## src/rtl/core/mqm_pkg.sv

```systemverilog
// Shared types and codes for the multi-queue manager.
// Used by the controller, the datapath and the top level.
package mqm_pkg;

  localparam logic [2:0] CMD_NEW   = 3'd0;
  localparam logic [2:0] CMD_MOVE  = 3'd1;
  localparam logic [2:0] CMD_QUERY = 3'd2;
  localparam logic [2:0] CMD_COUNT = 3'd3;
  localparam logic [2:0] CMD_LIST  = 3'd4;

  localparam logic [1:0] ST_OK        = 2'd0;
  localparam logic [1:0] ST_BAD_QUEUE = 2'd1;
  localparam logic [1:0] ST_DUPLICATE = 2'd2;
  localparam logic [1:0] ST_UNKNOWN   = 2'd3;

  typedef enum logic [3:0] {
    S_IDLE, S_CHECK, S_UNLINK, S_APPEND, S_LINK, S_RESP, S_LIST_RD, S_LIST_EMIT
  } state_t;

  typedef enum logic [1:0] {
    VS_ZERO, VS_QUEUE, VS_COUNT, VS_CUR
  } vsel_t;

  typedef struct packed {
    logic       in_load;
    logic       list_init;
    logic       list_step;
    logic       rd_cur;
    logic       do_unlink;
    logic       do_append;
    logic       do_link;
    logic       res_load;
    logic [1:0] res_status;
    logic       res_hv;
    logic       res_last;
    vsel_t      res_vsel;
  } ctl_cmd_t;

  typedef struct packed {
    logic q_ok;
    logic cid_ok;
    logic known;
    logic same_q;
    logic cur_nil;
    logic prev_nil;
    logic out_free;
  } dp_stat_t;

endpackage

```

## src/rtl/core/mqm_ctrl.sv

```systemverilog
// Command sequencer of the multi-queue manager.
// Depends on mqm_pkg; drives the datapath through ctl_cmd_t.
module mqm_ctrl (
  input  logic              clk,
  input  logic              rst,
  input  logic              in_valid,
  input  logic [2:0]        in_cmd,
  output logic              in_ready,
  input  mqm_pkg::dp_stat_t stat,
  output mqm_pkg::ctl_cmd_t ctl
);
  import mqm_pkg::*;

  state_t     state, state_next;
  logic [2:0] cmd_r, cmd_r_next;
  logic [1:0] st_r, st_r_next;
  logic       hv_r, hv_r_next;
  vsel_t      vsel_r, vsel_r_next;

  always_ff @(posedge clk) begin
    if (rst) begin
      state <= S_IDLE;
    end else begin
      state <= state_next;
    end
    cmd_r  <= cmd_r_next;
    st_r   <= st_r_next;
    hv_r   <= hv_r_next;
    vsel_r <= vsel_r_next;
  end

  always_comb begin
    state_next  = state;
    cmd_r_next  = cmd_r;
    st_r_next   = st_r;
    hv_r_next   = hv_r;
    vsel_r_next = vsel_r;
    in_ready    = 1'b0;
    ctl         = '0;
    ctl.res_vsel = VS_ZERO;
    unique case (state)
      S_IDLE: begin
        in_ready = 1'b1;
        if (in_valid) begin
          ctl.in_load = 1'b1;
          cmd_r_next  = in_cmd;
          state_next  = S_CHECK;
        end
      end
      S_CHECK: begin
        st_r_next   = ST_OK;
        hv_r_next   = 1'b0;
        vsel_r_next = VS_ZERO;
        state_next  = S_RESP;
        priority case (cmd_r)
          CMD_NEW: begin
            if (!stat.q_ok) st_r_next = ST_BAD_QUEUE;
            else if (!stat.cid_ok) st_r_next = ST_UNKNOWN;
            else if (stat.known) st_r_next = ST_DUPLICATE;
            else state_next = S_APPEND;
          end
          CMD_MOVE: begin
            if (!stat.q_ok) st_r_next = ST_BAD_QUEUE;
            else if (!stat.known) st_r_next = ST_UNKNOWN;
            else if (!stat.same_q) state_next = S_UNLINK;
          end
          CMD_QUERY: begin
            if (!stat.known) begin
              st_r_next = ST_UNKNOWN;
            end else begin
              hv_r_next   = 1'b1;
              vsel_r_next = VS_QUEUE;
            end
          end
          CMD_COUNT: begin
            if (!stat.q_ok) begin
              st_r_next = ST_BAD_QUEUE;
            end else begin
              hv_r_next   = 1'b1;
              vsel_r_next = VS_COUNT;
            end
          end
          CMD_LIST: begin
            if (!stat.q_ok) begin
              st_r_next = ST_BAD_QUEUE;
            end else begin
              ctl.list_init = 1'b1;
              state_next    = S_LIST_RD;
            end
          end
          default: state_next = S_IDLE;
        endcase
      end
      S_UNLINK: begin
        ctl.do_unlink = 1'b1;
        state_next    = S_APPEND;
      end
      S_APPEND: begin
        ctl.do_append = 1'b1;
        state_next    = S_LINK;
      end
      S_LINK: begin
        ctl.do_link = 1'b1;
        state_next  = S_RESP;
      end
      S_RESP: begin
        if (stat.out_free) begin
          ctl.res_load   = 1'b1;
          ctl.res_status = st_r;
          ctl.res_hv     = hv_r;
          ctl.res_last   = 1'b1;
          ctl.res_vsel   = vsel_r;
          state_next     = S_IDLE;
        end
      end
      S_LIST_RD: begin
        // The prev link of the current entry is read during this cycle.
        ctl.rd_cur = 1'b1;
        if (stat.cur_nil) begin
          st_r_next   = ST_OK;
          hv_r_next   = 1'b0;
          vsel_r_next = VS_ZERO;
          state_next  = S_RESP;
        end else begin
          state_next = S_LIST_EMIT;
        end
      end
      S_LIST_EMIT: begin
        ctl.rd_cur = 1'b1;
        if (stat.out_free) begin
          ctl.res_load   = 1'b1;
          ctl.res_status = ST_OK;
          ctl.res_hv     = 1'b1;
          ctl.res_last   = stat.prev_nil;
          ctl.res_vsel   = VS_CUR;
          ctl.list_step  = 1'b1;
          state_next     = stat.prev_nil ? S_IDLE : S_LIST_RD;
        end
      end
      default: state_next = S_IDLE;
    endcase
  end

endmodule

```

## src/rtl/core/mqm_dp.sv

```systemverilog
// Datapath of the multi-queue manager: link memories, queue tables,
// membership flags and the result register. Depends on mqm_pkg.
module mqm_dp #(
  parameter int MAX_CLIENTS = 64,
  parameter int MAX_QUEUES  = 16
) (
  input  logic              clk,
  input  logic              rst,
  input  logic              cfg_we,
  input  logic [4:0]        cfg_wdata,
  input  logic [5:0]        cid_in,
  input  logic [3:0]        q_in,
  input  mqm_pkg::ctl_cmd_t ctl,
  output mqm_pkg::dp_stat_t stat,
  input  logic              out_ready,
  output logic              out_valid,
  output logic [1:0]        out_status,
  output logic [6:0]        out_value,
  output logic              out_hv,
  output logic              out_last
);
  import mqm_pkg::*;

  localparam int QD = (MAX_QUEUES < 16) ? MAX_QUEUES : 16;
  localparam int QW = (QD > 1) ? $clog2(QD) : 1;
  localparam int CW = $clog2(MAX_CLIENTS);
  localparam int LW = $clog2(MAX_CLIENTS + 1);
  localparam logic [LW-1:0] NIL = LW'(MAX_CLIENTS);

  logic [4:0]    num_queues;
  logic [5:0]    cid_r;
  logic [3:0]    q_r;
  logic [LW-1:0] cur;
  logic [LW-1:0] t_r;

  logic [MAX_CLIENTS-1:0] present;
  logic [LW-1:0] tail  [QD];
  logic [LW-1:0] count [QD];

  logic [QW-1:0] cq_mem   [MAX_CLIENTS];
  logic [LW-1:0] prev_mem [MAX_CLIENTS];
  logic [LW-1:0] next_mem [MAX_CLIENTS];
  logic [QW-1:0] cq_rd;
  logic [LW-1:0] prev_rd;
  logic [LW-1:0] next_rd;

  logic [CW-1:0] rd_addr;
  logic [CW-1:0] c_addr;
  logic [QW-1:0] qa;
  logic [LW-1:0] c_link;
  logic [6:0]    value_sel;

  assign c_addr = cid_r[CW-1:0];
  assign c_link = LW'(cid_r);
  assign qa     = q_r[QW-1:0];

  always_comb begin
    if (ctl.in_load) rd_addr = cid_in[CW-1:0];
    else if (ctl.rd_cur) rd_addr = cur[CW-1:0];
    else rd_addr = c_addr;
  end

  always_ff @(posedge clk) begin
    if (rst) begin
      num_queues <= 5'd16;
    end else if (cfg_we) begin
      num_queues <= cfg_wdata;
    end
  end

  always_ff @(posedge clk) begin
    if (ctl.in_load) begin
      cid_r <= cid_in;
      q_r   <= q_in;
    end
    if (ctl.list_init) cur <= tail[qa];
    else if (ctl.list_step) cur <= prev_rd;
    if (ctl.do_append) t_r <= tail[qa];
  end

  // Client tables: one read port each; prev_mem and next_mem are written at several addresses.
  always_ff @(posedge clk) begin
    cq_rd   <= cq_mem[rd_addr];
    prev_rd <= prev_mem[rd_addr];
    next_rd <= next_mem[rd_addr];
    if (ctl.do_append) begin
      cq_mem[c_addr]   <= qa;
      prev_mem[c_addr] <= tail[qa];
      next_mem[c_addr] <= NIL;
    end
    if (ctl.do_unlink) begin
      if (prev_rd < NIL) next_mem[prev_rd[CW-1:0]] <= next_rd;
      if (next_rd < NIL) prev_mem[next_rd[CW-1:0]] <= prev_rd;
    end
    if (ctl.do_link && t_r < NIL) next_mem[t_r[CW-1:0]] <= c_link;
  end

  always_ff @(posedge clk) begin
    if (rst) begin
      present <= '0;
      for (int i = 0; i < QD; i++) begin
        tail[i]  <= NIL;
        count[i] <= '0;
      end
    end else begin
      if (ctl.do_unlink) begin
        // The moved client leaves its old queue; its present flag stays set and append sets it again.
        if (next_rd >= NIL) tail[cq_rd] <= prev_rd;
        count[cq_rd] <= count[cq_rd] - LW'(1);
      end
      if (ctl.do_append) begin
        tail[qa]        <= c_link;
        count[qa]       <= count[qa] + LW'(1);
        present[c_addr] <= 1'b1;
      end
    end
  end

  always_comb begin
    unique case (ctl.res_vsel)
      VS_ZERO:  value_sel = '0;
      VS_QUEUE: value_sel = 7'(cq_rd);
      VS_COUNT: value_sel = 7'(count[qa]);
      VS_CUR:   value_sel = 7'(cur);
      default:  value_sel = '0;
    endcase
  end

  always_ff @(posedge clk) begin
    if (rst) begin
      out_valid <= 1'b0;
    end else if (ctl.res_load) begin
      out_valid <= 1'b1;
    end else if (out_ready) begin
      out_valid <= 1'b0;
    end
    if (ctl.res_load) begin
      out_status <= ctl.res_status;
      out_value  <= value_sel;
      out_hv     <= ctl.res_hv;
      out_last   <= ctl.res_last;
    end
  end

  always_comb begin
    stat.q_ok     = ({1'b0, q_r} < num_queues) && (32'(q_r) < MAX_QUEUES);
    stat.cid_ok   = 32'(cid_r) < MAX_CLIENTS;
    stat.known    = stat.cid_ok && present[c_addr];
    stat.same_q   = q_r == 4'(cq_rd);
    stat.cur_nil  = cur >= NIL;
    stat.prev_nil = prev_rd >= NIL;
    stat.out_free = !out_valid || out_ready;
  end

endmodule

```

## src/rtl/core/multi_queue_manager_with_move_core.sv

```systemverilog
// Top level of the multi-queue manager: sequencer plus datapath.
// Depends on mqm_pkg, mqm_ctrl and mqm_dp.
//
//  channel   direction  contents
//  s_axis    in         tdata: cmd[2:0] client_id[8:3] queue_index[12:9]
//  m_axis    out        tdata: status[1:0] value[8:2]; tuser: has_value; tlast: last
//  cfg       in         cfg_wdata: num_queues
//
// One command at a time. Count, query, rejected commands and a same-queue move go
// from the check state to the result register; new client runs append and link,
// move runs unlink, append and link. Listing alternates a read and an emit state
// per client, as the prev link read is registered. Reset is synchronous; membership
// flags and queue tables clear at once. A stalled result holds the walk in place.
module multi_queue_manager_with_move_core #(
  parameter int MAX_CLIENTS = 64,
  parameter int MAX_QUEUES  = 16
) (
  input  logic        clk,
  input  logic        rst,
  input  logic        cfg_we,
  input  logic [4:0]  cfg_wdata,
  input  logic        s_axis_tvalid,
  output logic        s_axis_tready,
  input  logic [15:0] s_axis_tdata,   // cmd, client_id, queue_index
  output logic        m_axis_tvalid,
  input  logic        m_axis_tready,
  output logic [15:0] m_axis_tdata,   // status, value
  output logic [0:0]  m_axis_tuser,   // has_value
  output logic        m_axis_tlast
);
  import mqm_pkg::*;

  ctl_cmd_t   ctl;
  dp_stat_t   stat;
  logic [1:0] out_status;
  logic [6:0] out_value;

  mqm_ctrl u_ctrl (
    .clk      (clk),
    .rst      (rst),
    .in_valid (s_axis_tvalid),
    .in_cmd   (s_axis_tdata[2:0]),
    .in_ready (s_axis_tready),
    .stat     (stat),
    .ctl      (ctl)
  );

  mqm_dp #(
    .MAX_CLIENTS (MAX_CLIENTS),
    .MAX_QUEUES  (MAX_QUEUES)
  ) u_dp (
    .clk        (clk),
    .rst        (rst),
    .cfg_we     (cfg_we),
    .cfg_wdata  (cfg_wdata),
    .cid_in     (s_axis_tdata[8:3]),
    .q_in       (s_axis_tdata[12:9]),
    .ctl        (ctl),
    .stat       (stat),
    .out_ready  (m_axis_tready),
    .out_valid  (m_axis_tvalid),
    .out_status (out_status),
    .out_value  (out_value),
    .out_hv     (m_axis_tuser[0]),
    .out_last   (m_axis_tlast)
  );

  assign m_axis_tdata = {7'd0, out_value, out_status};

endmodule

```

## config.mk

```make
export PLATFORM = sky130hd
export DESIGN_NAME = multi_queue_manager_with_move_core
export DESIGN_NICKNAME = d
export VERILOG_FILES = /design/src/rtl/core/mqm_pkg.sv /design/src/rtl/core/mqm_ctrl.sv /design/src/rtl/core/mqm_dp.sv /design/src/rtl/core/multi_queue_manager_with_move_core.sv
export SDC_FILE = /design/constraint.sdc
export NUM_CORES = 2
export LEC_CHECK = 0
export BUFFER_PORTS_ARGS = -buffer_cell sky130_fd_sc_hd__buf_2
export CORE_MARGIN = 10
export CORE_UTILIZATION = 44
export CTS_BUF_LIST = sky130_fd_sc_hd__clkbuf_2
export DETAILED_ROUTE_END_ITERATION = 12
export REMOVE_ABC_BUFFERS = 1
export SYNTH_ARGS = -nofsm -noshare
export SYNTH_HDL_FRONTEND = slang
export SYNTH_SLANG_ARGS = --single-unit
```

## constraint.sdc

```tcl
create_clock -name clk -period 11.4 [get_ports clk]
set_clock_uncertainty 0.15 [all_clocks]
set_input_delay 1.14 -clock clk [delete_from_list [all_inputs] [get_ports clk]]
set_output_delay 1.14 -clock clk [all_outputs]
set_load 0.01 [all_outputs]
```

### Word level (Yosys, flattened, before mapping)

Memories as Yosys holds them, arrays and structs flattened. A register that Yosys moved wholly into a read port is not among the register bits.
Cells that the tools add are included.

* equality and inequality tests: 19
* reduce and logical (&&, ||, !) cells: 23
* mux-type cells: 99
* bitwise logic cells: 1
* $add $sub $neg: 2
* magnitude comparators: 9

Operators with widths (count)
* $mux W7: 11
* $or A64 B64 Y64: 1
* $reduce_or A7 Y1: 7
* $mux W1: 48
* $mux W4: 12
* $pmux W4 S8: 1
* $mux W6: 5
* $pmux W7 S4: 1
* $ge A7 B7 Y1 const B: 3
* $lt A7 B7 Y1 const B: 3
* $eq A4 B3 Y1 const B: 4
* $mux W2: 8
* $pmux W4 S4: 1
* $pmux W7 S2: 1
* $pmux W2 S2: 3
* $mux W3: 3
* $eq A4 B2 Y1 const B: 2
* $ne A2 B2 Y1 const B: 4
* $pmux W2 S4: 1
* $add A7 B1 Y7 const B: 1
* $lt A6 B7 Y1 const B: 1
* $sub A7 B1 Y7 const B: 1
* $bmux W1 S6: 1
* $demux W1 S6: 1
* other kinds (20): 29

* memories: 5
* register bits after elaboration: 117
* memory bits (writable): 1376
* input port bits: 26
* output and inout bits: 20
* logic and storage cells: 174

Memory list
* u_dp.next_mem: depth 64, bits a word 7, read ports 1, clocked after Yosys merged registers in 1, write ports 1, RTL line mqm_dp.sv:42 `logic [LW-1:0] next_mem [MAX_CLIENTS];`
* u_dp.prev_mem: depth 64, bits a word 7, read ports 1, clocked after Yosys merged registers in 1, write ports 1, RTL line mqm_dp.sv:41 `logic [LW-1:0] prev_mem [MAX_CLIENTS];`
* u_dp.cq_mem: depth 64, bits a word 4, read ports 1, clocked after Yosys merged registers in 1, write ports 1, RTL line mqm_dp.sv:40 `logic [QW-1:0] cq_mem [MAX_CLIENTS];`
* u_dp.count: depth 16, bits a word 7, read ports 2, clocked after Yosys merged registers in 1, write ports 16, RTL line mqm_dp.sv:38 `logic [LW-1:0] count [QD];`
* u_dp.tail: depth 16, bits a word 7, read ports 1, clocked after Yosys merged registers in 1, write ports 16, RTL line mqm_dp.sv:37 `logic [LW-1:0] tail [QD];`

### Depth between registers and ports, before layout

* word-level depth: 8
* mapped depth: 15
* depth with buffers taken out: 9

### Cells and area by module

Synthesis repeated with hierarchy kept, for this count alone.

* cells, all modules: 5729
* area total of the unflattened synthesis: 73371.6 um^2

Modules (own cells, without submodules)
* mqm_dp: sequential area each 43411.6 um^2, cells each 5637, area an instance 72607.1 um^2, times used 1
* mqm_ctrl: sequential area each 300.3 um^2, cells each 84, area an instance 708.2 um^2, times used 1
* multi_queue_manager_with_move_core: sequential area each 0.0 um^2, cells each 8, area an instance 56.3 um^2, times used 1

### Worst setup path after synthesis

Ideal clock, no wire load.

* path type: register to register
* start: register u_ctrl.state[2]
* end: memory u_dp.next_mem[0][2] (netlist bit), data pin
* cell stages (with the launch flop): 7
* path buffers: 3
* setup time: 0.702 ns
* period minus slack after synthesis: 4.773 ns
* path slack: 6.627 ns
* data required time: 10.548 ns
* arrival: 3.922 ns
* path through: dfxtp_1 buf_2 clkbuf_1 nor4b_1 clkbuf_1 inv_1 o21ai_0

* cells in the longest elaborated chain, start to end: 7
* elaborated cells on any way between the ends: 13
* those cells by class: eq/ne: 2; mux: 8; reduce/logical: 3

RTL lines
* from (decl): RTL line mqm_ctrl.sv:14 `state_t state, state_next;`
* from (signal assigned): RTL line mqm_ctrl.sv:24 `state <= state_next;`
* $eq A4 B2 Y1 / $eq A4 B3 Y1 (equally long branches): RTL line mqm_ctrl.sv:41 `unique case (state)`
* $mux W1: RTL line mqm_ctrl.sv:41
* $mux W1 / $logic_and A1 B1 Y1 (equally long branches): RTL line mqm_dp.sv:91, mqm_dp.sv:95
* $mux W1, on equally long branches: RTL line mqm_dp.sv:92, mqm_dp.sv:95
* $reduce_or A7 Y1 (no line) / $mux W1 (equally long branches)
* $mux W7 (no line) / $reduce_or A7 Y1 (equally long branches)
* $mux W7 (no line) *
* to (decl): RTL line mqm_dp.sv:42

Every way passes the cells marked *; elsewhere a longest branch is shown, timed or not.

### Final worst setup path

* start: register u_ctrl.state[2]
* end: register u_dp.next_rd[6] (read register of u_dp.next_mem)

* cells in the longest elaborated chain, start to end: 5
* elaborated cells on any way between the ends: 8
* those cells by class: eq/ne: 2; mux: 4; reduce/logical: 2

RTL lines
* $eq A4 B3 Y1: RTL line mqm_ctrl.sv:41
* $reduce_or A2 Y1 (no line)
* $mux W1: RTL line mqm_ctrl.sv:41
* $mux W6: RTL line mqm_dp.sv:59 `else if (ctl.rd_cur) rd_addr = cur[CW-1:0];`
* $mux W6 *: RTL line mqm_dp.sv:58 `if (ctl.in_load) rd_addr = cid_in[CW-1:0];`
* to (decl): RTL line mqm_dp.sv:45 `logic [LW-1:0] next_rd;`

Marked as above.
A chain may end at the register's enable or synchronous reset.

==> flow_summary.html <==
<table>
<tr><th>Metric</th><th>Value</th></tr>
<tr><th colspan="2">Status</th></tr>
<tr><td>Outcome</td><td>complete, no violations</td></tr>
<tr><th colspan="2">STA</th></tr>
<tr><td>Minimum period implied by the final worst setup slack</td><td>just over 6 ns</td></tr>
<tr><td>Achievable frequency</td><td>roughly 160 MHz</td></tr>
<tr><td>Setup repair after global routing missed its margin</td><td>false</td></tr>
<tr><td>Worst slew pin tran</td><td>1.19 ns</td></tr>
<tr><td>Hold violation total from the final report</td><td>0</td></tr>
<tr><td>Final-report setup violation count</td><td>0</td></tr>
<tr><td>Final critical-path share of the clock period</td><td>0.538</td></tr>
<tr><td>Final count of pins violating max slew</td><td>0</td></tr>
<tr><td>Remaining max-slew budget at the tightest pin</td><td>0.206</td></tr>
<tr><th colspan="2">Worst setup path</th></tr>
<tr><td>Required time reported for the critical path endpoint</td><td>approximately 13 ns</td></tr>
<tr><td>Class of the most critical setup path</td><td>reg -&gt; reg</td></tr>
<tr><td>Worst setup startpoint</td><td>u_ctrl.state[2]$_SDFFE_PP0P_</td></tr>
<tr><td>Critical-path cell list</td><td>buf_4 -&gt; a21bo_2 -&gt; nand3_4 -&gt; nand2_8 -&gt; buf_4 -&gt; mux4_2 -&gt; a22o_1 -&gt; nor4_1 -&gt; o22ai_1</td></tr>
<tr><td>Most common cell type on the critical path</td><td>sky130_fd_sc_hd__buf_4</td></tr>
<tr><td>Worst-path cell with the longest stage delay</td><td>sky130_fd_sc_hd__a21bo_2</td></tr>
<tr><td>Top fanout value on the critical path</td><td>around 70</td></tr>
<tr><td>Startpoint types</td><td>register</td></tr>
<tr><td>R2R Path Start</td><td>u_ctrl.state[2]$_SDFFE_PP0P_</td></tr>
<tr><td>Crit path largest cell delay</td><td>between 0.8 and 0.9 ns</td></tr>
<tr><td>Data arrival time of the critical path</td><td>about 7.6 ns</td></tr>
<tr><td>Type of destination of the critical path</td><td>register</td></tr>
<tr><th colspan="2">Route</th></tr>
<tr><td>Count of vias placed by the detailed router</td><td>38,600</td></tr>
<tr><td>Final routed DRC violation total</td><td>0</td></tr>
<tr><td>DRT antenna net count</td><td>0</td></tr>
<tr><td>Average detailed-routed wire length per instance</td><td>~25 µm</td></tr>
<tr><td>Via count normalized by instance count</td><td>5.83</td></tr>
<tr><td>First-iteration detailed-routing DRC count</td><td>~3,700</td></tr>
<tr><td>Wire length after detailed routing</td><td>roughly 170,000 µm</td></tr>
<tr><td>Number of detailed-route iterations in the first pass</td><td>6</td></tr>
<tr><th colspan="2">Min path</th></tr>
<tr><td>Origin of the worst min-delay path</td><td>s_axis_tdata[9]</td></tr>
<tr><td>Min-Delay Path Class</td><td>in -&gt; reg</td></tr>
<tr><th colspan="2">Clocking</th></tr>
<tr><td>CTS H-tree depth</td><td>5</td></tr>
<tr><td>Total setup buffers inserted after CTS</td><td>0</td></tr>
<tr><td>Largest buffer count on any clock path</td><td>4</td></tr>
<tr><td>Quantity of gates resized following cts</td><td>0</td></tr>
<tr><td>Latest clock arrival within the worst-skew pair</td><td>approximately 1.8 ns</td></tr>
<tr><td>Clock tree from TritonCTS</td><td>done</td></tr>
<tr><td>Total number of clock tree sinks</td><td>1,514</td></tr>
<tr><td>Clock transition at the registers of the reported paths</td><td>0.11 ns</td></tr>
<tr><td>Clock root buffer</td><td>sky130_fd_sc_hd__clkbuf_2</td></tr>
<tr><td>Num CTS Buffers</td><td>389</td></tr>
<tr><th colspan="2">Cells and area</th></tr>
<tr><td>Fraction of layout cells with a size suffix above 1</td><td>0.223</td></tr>
<tr><td>Area overhead of the layout relative to synthesis</td><td>8.84%</td></tr>
<tr><td># fillers</td><td>around 13,000</td></tr>
<tr><td>Net count reported at finish</td><td>between 4,000 and 5,000</td></tr>
<tr><td>Final Cell Area</td><td>70,300 µm²</td></tr>
<tr><td>End-of-flow core utilization</td><td>0.482</td></tr>
<tr><th colspan="2">Logic synthesis</th></tr>
<tr><td>Synth Area in XOR/XNOR</td><td>0.00190</td></tr>
<tr><td>YS warnings</td><td>0</td></tr>
<tr><td>FF+latch count, synth</td><td>around 1,500</td></tr>
<tr><td>Adder and majority gate portion of the synthesized area</td><td>0.000969</td></tr>
<tr><td>Count of distinct cell types in the synthesized netlist</td><td>86</td></tr>
<tr><td>Gate count of the mapped netlist</td><td>4,165</td></tr>
<tr><td>Post-synthesis share of cell area spent on and, or, nand and nor gates</td><td>0.0869</td></tr>
<tr><td>EDFF count, synth</td><td>around 1,400</td></tr>
<tr><td>Mapped cell area</td><td>between 60,000 and 70,000 µm²</td></tr>
<tr><td>Compound-cell area share of the yosys netlist</td><td>0.0767</td></tr>
<tr><td>Per-instance average area after synthesis</td><td>roughly 16 µm²</td></tr>
<tr><td>Async S/R FF share, synth</td><td>0</td></tr>
<tr><td>Mux cell area share after synthesis</td><td>0.120</td></tr>
<tr><td>Post-synth top flop</td><td>sky130_fd_sc_hd__edfxtp_1</td></tr>
<tr><td>Register area share after synthesis</td><td>0.689</td></tr>
<tr><td>Main combinational cell family by area after synthesis</td><td>multiplexers</td></tr>
<tr><th colspan="2">Floorplanning</th></tr>
<tr><td>Placeable core region</td><td>146,000 µm²</td></tr>
<tr><td>Top-level I/O count</td><td>between 40 and 50</td></tr>
<tr><td>Effective utilization at floorplan</td><td>0.443</td></tr>
<tr><td>Vertical die dimension</td><td>just over 400 µm</td></tr>
<tr><td>Die Outline Area</td><td>162,000 µm²</td></tr>
<tr><td>Number of placement rows</td><td>140</td></tr>
<tr><td>Horiz. Die Dim</td><td>approximately 400 µm</td></tr>
<tr><th colspan="2">Global routing</th></tr>
<tr><td>Number of antenna violations at the first check in global routing</td><td>5</td></tr>
<tr><td>Total congestion overflow</td><td>0</td></tr>
<tr><td>Vias in the first global route</td><td>between 30,000 and 40,000</td></tr>
<tr><td>Overall track demand over capacity in global routing</td><td>0.201</td></tr>
<tr><td>Maximum number of pins on one net before global-route repair</td><td>about 130</td></tr>
<tr><td>First-pass GRT wire length</td><td>between 200,000 and 250,000 µm</td></tr>
<tr><th colspan="2">Placed design</th></tr>
<tr><td>PortBufs</td><td>35</td></tr>
<tr><td>Cell area after placement</td><td>66,400 µm²</td></tr>
<tr><td>Placer congestion estimate</td><td>0.829</td></tr>
<tr><td>DP HPWL</td><td>99,800 µm</td></tr>
<tr><th colspan="2">Power and ir drop</th></tr>
<tr><td>Power density of the placed cells</td><td>approximately 180 nW/µm²</td></tr>
<tr><td>Final total power</td><td>approximately 13 mW</td></tr>
<tr><td>IR Drop Worst-Case VDD</td><td>roughly 0.00017 V</td></tr>
<tr><td>Static leakage</td><td>about 24 nW</td></tr>
<tr><th colspan="2">Flow run</th></tr>
<tr><td>Max-cap check violation count</td><td>0</td></tr>
</table>
[timing repair]
item / in CTS / in global routing
hold endpoints to repair: 36 / 0
hold buffers: 50 / 0
setup endpoints to repair: 0 / 0
[cells in the mapped netlist, drive strengths merged (34+ instances only)]
| cell | number | area share |
|---|---|---|
| o22ai | 53 | 0.0051 |
| and3 | 82 | 0.0079 |
| nand3 | 75 | 0.0060 |
| nor2b | 46 | 0.0045 |
| nand2 | 260 | 0.015 |
| a21oi | 75 | 0.0058 |
| mux2i | 180 | 0.028 |
| edfxtp | 1419 | 0.66 |
| o21ai | 117 | 0.0091 |
| o211ai | 37 | 0.0043 |
| nand4 | 59 | 0.0057 |
| a211oi | 74 | 0.0086 |
| a22oi | 43 | 0.0050 |
| nor4 | 37 | 0.0036 |
| dfxtp | 95 | 0.029 |
| o211a | 37 | 0.0057 |
| mux4 | 258 | 0.090 |
| o21a | 71 | 0.0083 |
| and2 | 57 | 0.0055 |
| clkbuf | 182 | 0.011 |
| nor2 | 456 | 0.027 |
| a22o | 45 | 0.0061 |
| buf | 114 | 0.012 |
| nand2b | 64 | 0.0062 |
| a311o | 34 | 0.0053 |
[worst max-delay path: cells and delay by family, from the launching register on]
kind | cells | cell delay (ns)
and+or+nand+nor | 3 | 2.15
AOI/OAI and AO/OA | 3 | 1.34
buffers and inverters | 2 | 1.18
muxes | 1 | 0.62
DFF | 1 | 0.48
[layer usage]
layer  GRT usage  vias up  wire [µm]
met3      0.0458      267      12400
met1       0.273    19700      71100
met2       0.319     1504      79200
met5           0        -          0
met4      0.0719        0       4220
li1            -    17100          -
[cell families (layout without fill, tap and decap cells)]
family	after synthesis	count (layout)
DFF	1514	1514
buffers and inverters	316	841
and+or+nand+nor	1185	1185
muxes	449	449
AOI/OAI and AO/OA	681	681
xor gates and xnor gates	14	14
adders and majority gates	5	5
other	1	10
[report_power, final]
| group | total, mW | leakage (nW) | internal (mW) | switching (mW) |
|---|---|---|---|---|
| sequential | 6.47 | 13.9 | 6.32 | 0.150 |
| clock | 3.57 | 2.61 | 1.41 | 2.16 |
| combinational | 2.69 | 7.48 | 0.902 | 1.79 |
| total | 12.7 | 24.0 | 8.63 | 4.10 |
[area by class of cell]
cell class | instances | area [µm²] | area share
Sequential cell | 1514 | 44500 | 0.633
Multi-Input combinational cell | 2341 | 18700 | 0.266
Clock buffer | 567 | 2840 | 0.0404
Tap cell | 1917 | 2400 | 0.0341
Timing Repair Buffer | 153 | 1230 | 0.0174
Clock inverter | 101 | 503 | 0.00716
Inverter | 20 | 77.6 | 0.00110
Antenna cell | 3 | 7.51 | 0.000107
[through the flow]
stage / TNS (ns) / worst slack (ns) / hold WS [ns] / std cells
global placement: 0 / 4.90 / 0.290 / 5895
finish: 0 / 5.27 / 0.265 / 6616
floorplan: -4.50 / -0.303 / 0.283 / 3875
CTS: 0 / 5.21 / 0.00564 / 6613
global route: 0 / 4.80 / 0.0523 / 6614
detailed placement: 0 / 4.83 / 0.300 / 5895
[worst paths after layout]
kind	slack [ns]	cells after the start	to
setup reg to reg	5.27	9	u_dp.next_rd[6]$_DFF_P_
hold / removal	0.26	2	u_dp.q_r[0]$_DFFE_PP_
setup / recovery	5.27	9	u_dp.next_rd[6]$_DFF_P_
hold reg to reg	0.32	1	u_dp.present[14]$_SDFFE_PP0P_
[placed cells by master, fill, tap and decap left out, drive strengths merged, types with 64 or more instances in the layout]
| master | instances |
|---|---|
| clkinv | 93 |
| buf | 103 |
| a211oi | 74 |
| nand2b | 64 |
| edfxtp | 1419 |
| mux2i | 180 |
| o21a | 71 |
| dfxtp | 95 |
| a21oi | 75 |
| nand3 | 75 |
| and3 | 82 |
| mux4 | 258 |
| clkbuf | 567 |
| nand2 | 260 |
| o21ai | 117 |
| nor2 | 456 |
[sequential cells by signal (all words and copies together) (netlist names), 5 cells and up, named ones only]
signal           cells
u_dp.cur             7
u_dp.present        64
u_dp.prev_mem      448
u_dp.c_addr          6
u_dp.t_r             7
u_dp.next_mem      448
u_dp.num_queues      5
u_dp.count         112
u_dp.tail          112
u_dp.cq_mem        256
u_dp.out_value       7
u_dp.prev_rd         7
u_dp.next_rd         7
Power figures use the tool's default switching activity.
